### config.mk
export PLATFORM = sky130hd
export DESIGN_NAME = byte_stuffing_frame_codec
export DESIGN_NICKNAME = d
export VERILOG_FILES = /design/src/rtl/bsfc_pkg.sv /design/src/rtl/bsfc_cfg_regs.sv /design/src/rtl/bsfc_in_stage.sv /design/src/rtl/bsfc_expand.sv /design/src/rtl/bsfc_out_queue.sv /design/src/rtl/byte_stuffing_frame_codec.sv
export SDC_FILE = /design/constraint.sdc
export NUM_CORES = 1
export LEC_CHECK = 0
export BUFFER_PORTS_ARGS = -buffer_cell sky130_fd_sc_hd__buf_2
export CAP_MARGIN = 20
export CORE_MARGIN = 8
export CORE_UTILIZATION = 55
export CTS_CLUSTER_SIZE = 24
export DETAILED_ROUTE_END_ITERATION = 6
export HOLD_SLACK_MARGIN = 0.06
export PLACE_DENSITY_LB_ADDON = 0.25
export SLEW_MARGIN = 20
export SYNTH_ARGS = -nofsm -noshare
export SYNTH_HDL_FRONTEND = slang
export SYNTH_SLANG_ARGS = --single-unit
### constraint.sdc
create_clock -name clk_i -period 4.98 [get_ports clk_i]
set_input_delay 0.249 -clock clk_i [delete_from_list [all_inputs] [get_ports clk_i]]
set_output_delay 0.249 -clock clk_i [all_outputs]
set_load 0.01 [all_outputs]
### src/rtl/bsfc_pkg.sv
`timescale 1ns / 1ps

package bsfc_pkg;

  localparam int unsigned BYTE_W          = 8;
  localparam int unsigned LEN_W           = 16;
  localparam int unsigned CFG_ADDR_W      = 3;
  localparam int unsigned MAX_RES         = 3;
  localparam int unsigned RES_CNT_W       = 2;
  localparam int unsigned OUT_TDATA_W     = 32;
  localparam int unsigned LENGTH_BITS_DEF = 16;

  localparam logic [BYTE_W-1:0] FLAG_BYTE_RST   = 8'd126;
  localparam logic [BYTE_W-1:0] ESCAPE_BYTE_RST = 8'd125;
  localparam logic [BYTE_W-1:0] FLAG_SUB_RST    = 8'd2;
  localparam logic [BYTE_W-1:0] ESC_SUB_RST     = 8'd1;

  typedef enum logic [CFG_ADDR_W-1:0] {
    CFG_FLAG_BYTE   = 3'd0,
    CFG_ESCAPE_BYTE = 3'd1,
    CFG_FLAG_SUB    = 3'd2,
    CFG_ESC_SUB     = 3'd3,
    CFG_UNPACK_MODE = 3'd4
  } cfg_addr_e;

  typedef enum logic [1:0] {
    ST_OK         = 2'd0,
    ST_STRAY_FLAG = 2'd1,
    ST_BAD_ESC    = 2'd2,
    ST_TRUNC_ESC  = 2'd3
  } status_e;

  typedef enum logic {
    KIND_BYTE   = 1'b0,
    KIND_REPORT = 1'b1
  } kind_e;

  typedef enum logic {
    CMD_DATA = 1'b0,
    CMD_END  = 1'b1
  } cmd_e;

  typedef struct packed {
    logic [BYTE_W-1:0] flag_byte;
    logic [BYTE_W-1:0] escape_byte;
    logic [BYTE_W-1:0] flag_sub;
    logic [BYTE_W-1:0] esc_sub;
    logic              unpack_mode;
  } cfg_t;

  typedef struct packed {
    cmd_e              cmd;
    logic [BYTE_W-1:0] data;
  } item_t;

  typedef struct packed {
    logic [BYTE_W-1:0] data;
    kind_e             kind;
    status_e           status;
    logic [LEN_W-1:0]  len;
    logic              last;
  } res_t;

endpackage

### src/rtl/bsfc_cfg_regs.sv
`timescale 1ns / 1ps

module bsfc_cfg_regs (
  input  logic                              clk_i,
  input  logic                              rst_ni,
  input  logic                              cfg_we_i,
  input  logic [bsfc_pkg::CFG_ADDR_W-1:0]   cfg_addr_i,
  input  logic [bsfc_pkg::BYTE_W-1:0]       cfg_wdata_i,
  output bsfc_pkg::cfg_t                    cfg_o
);
  import bsfc_pkg::*;

  cfg_t cfg_q;

  always_ff @(posedge clk_i or negedge rst_ni) begin
    if (!rst_ni) begin
      cfg_q.flag_byte   <= FLAG_BYTE_RST;
      cfg_q.escape_byte <= ESCAPE_BYTE_RST;
      cfg_q.flag_sub    <= FLAG_SUB_RST;
      cfg_q.esc_sub     <= ESC_SUB_RST;
      cfg_q.unpack_mode <= 1'b0;
    end else if (cfg_we_i) begin
      case (cfg_addr_e'(cfg_addr_i))
        CFG_FLAG_BYTE:   cfg_q.flag_byte   <= cfg_wdata_i;
        CFG_ESCAPE_BYTE: cfg_q.escape_byte <= cfg_wdata_i;
        CFG_FLAG_SUB:    cfg_q.flag_sub    <= cfg_wdata_i;
        CFG_ESC_SUB:     cfg_q.esc_sub     <= cfg_wdata_i;
        CFG_UNPACK_MODE: cfg_q.unpack_mode <= cfg_wdata_i[0];
        default: ;
      endcase
    end
  end

  assign cfg_o = cfg_q;

endmodule

### src/rtl/bsfc_in_stage.sv
`timescale 1ns / 1ps

module bsfc_in_stage (
  input  logic                         clk_i,
  input  logic                         rst_ni,
  input  logic                         in_valid_i,
  output logic                         in_ready_o,
  input  bsfc_pkg::item_t              item_i,
  input  logic                         drain_i,   // expander takes the held word
  output logic                         full_o,
  output bsfc_pkg::item_t              item_o
);
  import bsfc_pkg::*;

  logic  full_q, full_d;
  item_t item_q;
  logic  fire;

  assign in_ready_o = !full_q || drain_i;
  assign fire       = in_valid_i && in_ready_o;

  always_comb begin
    full_d = full_q;
    if (fire) begin
      full_d = 1'b1;
    end else if (drain_i) begin
      full_d = 1'b0;
    end
  end

  always_ff @(posedge clk_i or negedge rst_ni) begin
    if (!rst_ni) begin
      full_q <= 1'b0;
    end else begin
      full_q <= full_d;
    end
  end

  always_ff @(posedge clk_i) begin
    if (fire) begin
      item_q <= item_i;
    end
  end

  assign full_o = full_q;
  assign item_o = item_q;

endmodule

### src/rtl/bsfc_expand.sv
`timescale 1ns / 1ps

module bsfc_expand #(
  parameter int unsigned LENGTH_BITS = bsfc_pkg::LENGTH_BITS_DEF
) (
  input  logic                                      clk_i,
  input  logic                                      rst_ni,
  input  bsfc_pkg::cfg_t                            cfg_i,
  input  bsfc_pkg::item_t                           item_i,
  input  logic                                      take_i,
  output bsfc_pkg::res_t [bsfc_pkg::MAX_RES-1:0]    res_o,
  output logic [bsfc_pkg::RES_CNT_W-1:0]            n_res_o
);
  import bsfc_pkg::*;

  localparam logic [LENGTH_BITS-1:0] LEN_MAX = '1;

  logic                    in_frame_q, in_frame_d;
  logic                    esc_pend_q, esc_pend_d;
  status_e                 err_q, err_d;
  logic [LENGTH_BITS-1:0]  count_q, count_d;

  logic [BYTE_W-1:0]       byte_v [MAX_RES];
  logic [RES_CNT_W-1:0]    nb;
  logic [RES_CNT_W-1:0]    n_res;
  logic [LENGTH_BITS+1:0]  sum_raw;
  logic [LENGTH_BITS-1:0]  count_sum;
  status_e                 st;
  res_t [MAX_RES-1:0]      res;

  // byte list for one word, then saturating count and result records
  always_comb begin
    for (int i = 0; i < MAX_RES; i++) begin
      byte_v[i] = '0;
    end
    nb         = '0;
    in_frame_d = in_frame_q;
    esc_pend_d = esc_pend_q;
    err_d      = err_q;

    if (item_i.cmd == CMD_DATA) begin
      in_frame_d = 1'b1;
      if (!cfg_i.unpack_mode) begin
        if (!in_frame_q) begin
          byte_v[nb] = cfg_i.flag_byte;
          nb         = nb + 1'b1;
        end
        // flag test wins when flag and escape values coincide
        if (item_i.data == cfg_i.flag_byte) begin
          byte_v[nb] = cfg_i.escape_byte;
          nb         = nb + 1'b1;
          byte_v[nb] = cfg_i.flag_sub;
          nb         = nb + 1'b1;
        end else if (item_i.data == cfg_i.escape_byte) begin
          byte_v[nb] = cfg_i.escape_byte;
          nb         = nb + 1'b1;
          byte_v[nb] = cfg_i.esc_sub;
          nb         = nb + 1'b1;
        end else begin
          byte_v[nb] = item_i.data;
          nb         = nb + 1'b1;
        end
      end else begin
        if (err_q != ST_OK) begin
          esc_pend_d = 1'b0;
        end else if (esc_pend_q) begin
          esc_pend_d = 1'b0;
          if (item_i.data == cfg_i.flag_sub) begin
            byte_v[nb] = cfg_i.flag_byte;
            nb         = nb + 1'b1;
          end else if (item_i.data == cfg_i.esc_sub) begin
            byte_v[nb] = cfg_i.escape_byte;
            nb         = nb + 1'b1;
          end else begin
            err_d = ST_BAD_ESC;
          end
        end else if (item_i.data == cfg_i.escape_byte) begin
          esc_pend_d = 1'b1;
        end else if (item_i.data == cfg_i.flag_byte) begin
          err_d = ST_STRAY_FLAG;
        end else begin
          byte_v[nb] = item_i.data;
          nb         = nb + 1'b1;
        end
      end
    end else begin
      if (!cfg_i.unpack_mode) begin
        if (!in_frame_q) begin
          byte_v[nb] = cfg_i.flag_byte;
          nb         = nb + 1'b1;
        end
        byte_v[nb] = cfg_i.flag_byte;
        nb         = nb + 1'b1;
      end
      in_frame_d = 1'b0;
      esc_pend_d = 1'b0;
      err_d      = ST_OK;
    end

    sum_raw = {2'b00, count_q} + (LENGTH_BITS+2)'(nb);
    if (sum_raw[LENGTH_BITS+1:LENGTH_BITS] != 2'b00) begin
      count_sum = LEN_MAX;
    end else begin
      count_sum = sum_raw[LENGTH_BITS-1:0];
    end
    count_d = (item_i.cmd == CMD_END) ? '0 : count_sum;

    st = err_q;
    if (st == ST_OK && esc_pend_q) begin
      st = ST_TRUNC_ESC;
    end

    for (int i = 0; i < MAX_RES; i++) begin
      res[i]      = '0;
      res[i].data = byte_v[i];
    end
    n_res = nb;
    if (item_i.cmd == CMD_END) begin
      res[nb].data   = '0;
      res[nb].kind   = KIND_REPORT;
      res[nb].status = st;
      res[nb].len    = LEN_W'(count_sum);
      n_res          = nb + 1'b1;
    end
    if (n_res != '0) begin
      res[n_res - 1'b1].last = 1'b1;
    end
  end

  always_ff @(posedge clk_i or negedge rst_ni) begin
    if (!rst_ni) begin
      in_frame_q <= 1'b0;
      esc_pend_q <= 1'b0;
      err_q      <= ST_OK;
      count_q    <= '0;
    end else if (take_i) begin
      in_frame_q <= in_frame_d;
      esc_pend_q <= esc_pend_d;
      err_q      <= err_d;
      count_q    <= count_d;
    end
  end

  assign res_o   = res;
  assign n_res_o = n_res;

endmodule

### src/rtl/bsfc_out_queue.sv
`timescale 1ns / 1ps

module bsfc_out_queue (
  input  logic                                      clk_i,
  input  logic                                      rst_ni,
  input  logic                                      load_i,
  input  bsfc_pkg::res_t [bsfc_pkg::MAX_RES-1:0]    res_i,
  input  logic [bsfc_pkg::RES_CNT_W-1:0]            n_res_i,
  output logic                                      load_rdy_o,
  output logic                                      out_valid_o,
  input  logic                                      out_ready_i,
  output bsfc_pkg::res_t                            out_res_o
);
  import bsfc_pkg::*;

  res_t [MAX_RES-1:0]    res_q;
  logic [RES_CNT_W-1:0]  cnt_q;
  logic                  pop;

  assign out_valid_o = (cnt_q != '0);
  assign pop         = out_valid_o && out_ready_i;
  // room for a new batch once the last held result leaves this cycle
  assign load_rdy_o  = (cnt_q == '0) || ((cnt_q == RES_CNT_W'(1)) && out_ready_i);

  always_ff @(posedge clk_i or negedge rst_ni) begin
    if (!rst_ni) begin
      cnt_q <= '0;
    end else if (load_i) begin
      cnt_q <= n_res_i;
    end else if (pop) begin
      cnt_q <= cnt_q - 1'b1;
    end
  end

  always_ff @(posedge clk_i) begin
    if (load_i) begin
      res_q <= res_i;
    end else if (pop) begin
      res_q <= {res_t'('0), res_q[MAX_RES-1:1]};
    end
  end

  assign out_res_o = res_q[0];

endmodule

### src/rtl/byte_stuffing_frame_codec.sv
`timescale 1ns / 1ps

// Flow: an accepted word waits in the input register until the result queue can take its
// batch; the batch is then loaded into the queue, whose head is offered on m_axis.
// Throughput: one result per cycle while m_axis_tready is high; a word expands to at most
// three results, and the next word is held in the input register while a batch drains.
// Reset (async, active low) clears frame state and queues; config registers
// return to flag 126, escape 125, substitutes 2 and 1, pack mode.
module byte_stuffing_frame_codec #(
  parameter int unsigned LENGTH_BITS = bsfc_pkg::LENGTH_BITS_DEF
) (
  input  logic                                  clk_i,
  input  logic                                  rst_ni,
  // config write port
  input  logic                                  cfg_we_i,
  input  logic [bsfc_pkg::CFG_ADDR_W-1:0]       cfg_addr_i,
  input  logic [bsfc_pkg::BYTE_W-1:0]           cfg_wdata_i,
  // input stream
  input  logic                                  s_axis_tvalid,
  output logic                                  s_axis_tready,
  input  logic [bsfc_pkg::BYTE_W-1:0]           s_axis_tdata,  // [7:0] data_in
  input  logic                                  s_axis_tuser,  // [0] cmd
  // output stream
  output logic                                  m_axis_tvalid,
  input  logic                                  m_axis_tready,
  // [7:0] data_out, [9:8] status, [25:10] frame_length, [31:26] zero
  output logic [bsfc_pkg::OUT_TDATA_W-1:0]      m_axis_tdata,
  output logic                                  m_axis_tuser,  // [0] kind
  output logic                                  m_axis_tlast   // last_of_run
);
  import bsfc_pkg::*;

  localparam int unsigned PAD_W = OUT_TDATA_W - BYTE_W - 2 - LEN_W;

  cfg_t                  cfg;
  item_t                 s_item;
  item_t                 held_item;
  logic                  held_full;
  logic                  load_rdy;
  logic                  take;
  res_t [MAX_RES-1:0]    batch;
  logic [RES_CNT_W-1:0]  batch_n;
  res_t                  out_res;

  assign s_item.cmd  = cmd_e'(s_axis_tuser);
  assign s_item.data = s_axis_tdata;

  bsfc_cfg_regs u_cfg (
    .clk_i       (clk_i),
    .rst_ni      (rst_ni),
    .cfg_we_i    (cfg_we_i),
    .cfg_addr_i  (cfg_addr_i),
    .cfg_wdata_i (cfg_wdata_i),
    .cfg_o       (cfg)
  );

  // Input register; it refills in the same cycle the expander drains it.
  bsfc_in_stage u_in (
    .clk_i      (clk_i),
    .rst_ni     (rst_ni),
    .in_valid_i (s_axis_tvalid),
    .in_ready_o (s_axis_tready),
    .item_i     (s_item),
    .drain_i    (take),
    .full_o     (held_full),
    .item_o     (held_item)
  );

  // A held word is decoded and committed when the result queue can take its batch.
  assign take = held_full && load_rdy;

  bsfc_expand #(
    .LENGTH_BITS (LENGTH_BITS)
  ) u_expand (
    .clk_i   (clk_i),
    .rst_ni  (rst_ni),
    .cfg_i   (cfg),
    .item_i  (held_item),
    .take_i  (take),
    .res_o   (batch),
    .n_res_o (batch_n)
  );

  bsfc_out_queue u_out (
    .clk_i       (clk_i),
    .rst_ni      (rst_ni),
    .load_i      (take),
    .res_i       (batch),
    .n_res_i     (batch_n),
    .load_rdy_o  (load_rdy),
    .out_valid_o (m_axis_tvalid),
    .out_ready_i (m_axis_tready),
    .out_res_o   (out_res)
  );

  assign m_axis_tdata = {{PAD_W{1'b0}}, out_res.len, out_res.status, out_res.data};
  assign m_axis_tuser = out_res.kind;
  assign m_axis_tlast = out_res.last;

endmodule

==> results.sh <==
export IMPL_htree_levels=4
export IMPL_ys_flop_type="edfxtp_1"
export IMPL_coreArea_um2=14300
export IMPL_yosysMostFrequentCell="nand2_1"
export IMPL_final_cells=987
export IMPL_p_leak_nw=3.45
export IMPL_ys_seq_elements=149
export IMPL_drive_gt1_share_pct=20.8
export IMPL_required_ns=5.23
export IMPL_initial_core_util_pct=55.6
export IMPL_nNetsFinal=824
export IMPL_drv_cap=0
export IMPL_ys_top_cells_by_area="edfxtp_1, dfrtp_1, nand2_1, dfstp_2, mux2_2"
export IMPL_syn_to_final_growth_pct=12.2
export IMPL_period_share_pct=89.5
export IMPL_ant_nets=0
export IMPL_chipHeight_um=136
export IMPL_routed_wl_um=20600
export IMPL_cts_buffers=17
export IMPL_slew_violations=0
export IMPL_path_class="reg2reg"
export IMPL_cp_slowest_cell="edfxtp_1"
export IMPL_worstSetupEndpointType="flop"
export IMPL_synth_cell_types=62
export IMPL_final_util_pct=62.4
export IMPL_fin_crit_ns=4.45
export IMPL_grtUsageTotal_pct=23.3
export IMPL_syn_area_um2=7960
export IMPL_total_power_mw=5.27
export IMPL_grt_max_degree=84
export IMPL_rsz0062_at_grt="no"
export IMPL_numPortBuffers=54
export IMPL_grt_pass1_wl_um=33100
export IMPL_worst_path_most_repeated_cell="ha_1"
export IMPL_preCtsSetupSlack_ns=0.550
export IMPL_cts_sinks=149
export IMPL_clock_latency_ns=0.43
export IMPL_clock_path_buffers=2
export IMPL_rows=44
export IMPL_cts_root_buf="clkbuf_16"
export IMPL_r2r_start="u_in.item_o[7]$_DFFE_PP_"
export IMPL_synth_top_area_share_pct=35.1
export IMPL_wire_per_inst_um=20.9
export IMPL_avgSynthCellArea_um2=10.5
export IMPL_min_from="cfg_wdata_i[6]"
export IMPL_setup_viol=0
export IMPL_powerDensity_nw_per_um2=590
export IMPL_crit_family="simple AND/OR/NAND/NOR gates"
export IMPL_placed_area_um2=8170
export IMPL_whs_ns=0.0769
export IMPL_gr_total_overflow=0
export IMPL_vias=5920
export IMPL_synth_seq_area_share_pct=52.9
export IMPL_synth_common_cells="nand2_1, edfxtp_1, nor2_1, o21ai_0, dfrtp_1"
export IMPL_async_flop_share_pct=37.6
export IMPL_antenna_found_initial=0
export IMPL_finClkSkew_ns=0.0129
export IMPL_pin_count=61
export IMPL_dr_pass1_iters=5
export IMPL_status="complete, no violations"
export IMPL_diodes=0
export IMPL_dieWidth_um=136
export IMPL_cp_arrival_ns=4.70
export IMPL_drc=0
export IMPL_clkSlewWorstSetupHoldPaths_ns=0.07
export IMPL_finalHoldViolCount=0
export IMPL_critPathLaunchType="flop"
export IMPL_first_global_vias=6105
export IMPL_synth_edf_count=93
export IMPL_cpPeakStageDelay_ns=0.51
export IMPL_path_cells="xor2_1, nor4_2, and2_1, inv_4, ha_1, o31ai_1, nor4_1, a21oi_1, ha_1, inv_1, fa_1, nor3b_2, nand3_1, or2_2, o21a_1, o21ai_0"
export IMPL_finalInstanceArea_um2=8930
export IMPL_dieArea_um2=18600
export IMPL_synthCells=760
export IMPL_crit_buf_inv=2
export IMPL_worstPathMaxFanout=13
export IMPL_nFillCells=1173
export IMPL_drtIter0Drc=506
export IMPL_setup_tns_ns=0
export IMPL_dp_cells=944
export IMPL_max_slew_margin_rel_pct=40.6
export IMPL_vias_per_cell=6.00
export IMPL_tritoncts="built"
export IMPL_yosys_warnings=0
export IMPL_tightestPinTransition_ns=0.891
export IMPL_peakVddDrop_mv=0.348
export IMPL_globalplace_congestion=0.942
export IMPL_fmax_mhz=224
export IMPL_hpwl_um=14200
export IMPL_crit_start="u_in.item_o[7]$_DFFE_PP_"
export IMPL_synth_top_area_cell="edfxtp_1"
export IMPL_hp_class="in2reg"
export IMPL_layout_setup_ws_ns=0.525
## registers in the layout, indices dropped and copies added (netlist names)
signal               cells
u_out.cnt_q              2
u_expand.esc_pend_q      1
u_expand.in_frame_q      1
u_out.out_res_o         28
u_expand.err_q           2
u_expand.count_q        16
u_out.res_q             56
u_in.item_o              9
u_cfg.cfg_o             33
u_in.full_o              1
## cells in the final DEF, fill, tap and decap left out, types with 14 or more instances in the layout
cell / n
xor2_1: 18
buf_2: 54
buf_4: 19
nand3_1: 31
nor2_1: 54
dfrtp_1: 42
nand2_1: 110
clkbuf_16: 17
inv_1: 14
edfxtp_1: 93
mux2_2: 32
xnor2_1: 24
o21ai_0: 54
a21oi_1: 32
dfstp_2: 14
## logic make-up after synthesis
| group | after synthesis | share of synthesized area [%] |
|---|---|---|
| other | 1 | 0.0471 |
| AOI/OAI and AO/OA | 170 | 14.3 |
| DFF | 149 | 52.9 |
| buffers and inverters | 95 | 6.55 |
| adders and majority gates | 9 | 1.51 |
| and+or+nand+nor | 259 | 15.2 |
| muxes | 35 | 4.90 |
| xor gates and xnor gates | 42 | 4.62 |
## routing by layer
metal	GRT usage, %	vias up	part of all wire, %
li1	-	2776	-
met1	26.8	2900	41
met2	40.0	201	51
met3	5.40	43	5.2
met4	12.0	0	3.2
met5	0	-	0
## what timing repair did
action	CTS	global route
setup buffers	0	0
hold buffers	11	0
gates resized for setup	0	0
hold endpoints to repair	52	0
## power by group
group	switching, mW	internal (mW)	leakage [nW]	total, mW
clock network	0.522	0.904	0.311	1.43
logic	1.07	0.594	1.51	1.67
registers	0.276	1.90	1.63	2.18
total	1.87	3.40	3.45	5.27
## worst min-delay path, delay by kind of cell
family / cells / cell delay, ns
compound gates: 1 / 0.07
buf+inv: 1 / 0.12
simple gates: 1 / 0.05
## area by class of cell
type / count / area (um2) / area share [%]
Sequential cell: 149 / 4210 / 47.2
Timing Repair Buffer: 84 / 523 / 5.86
Inverter: 17 / 67.6 / 0.757
Clock inverter: 12 / 201 / 2.26
Clock buffer: 20 / 447 / 5.00
Tap cell: 184 / 230 / 2.58
Multi-Input combinational cell: 521 / 3250 / 36.4
## final timing paths
path / endpoint / slack, ns / depth (start not counted)
min in group asynchronous: u_cfg.cfg_o[14]$_DFFE_PN0P_ / 0.49 / 3
max in group asynchronous: u_expand.count_q[8]$_DFFE_PN0P_ / 3.96 / 3
hold / removal: u_cfg.cfg_o[31]$_DFFE_PN1P_ / 0.08 / 3
setup / recovery: u_out.out_res_o[6]$_DFFE_PP_ / 0.53 / 16
setup reg to reg: u_out.out_res_o[6]$_DFFE_PP_ / 0.53 / 16
hold reg to reg: u_out.cnt_q[1]$_DFFE_PN0P_ / 0.52 / 1
(Power assumes the default switching activity.)
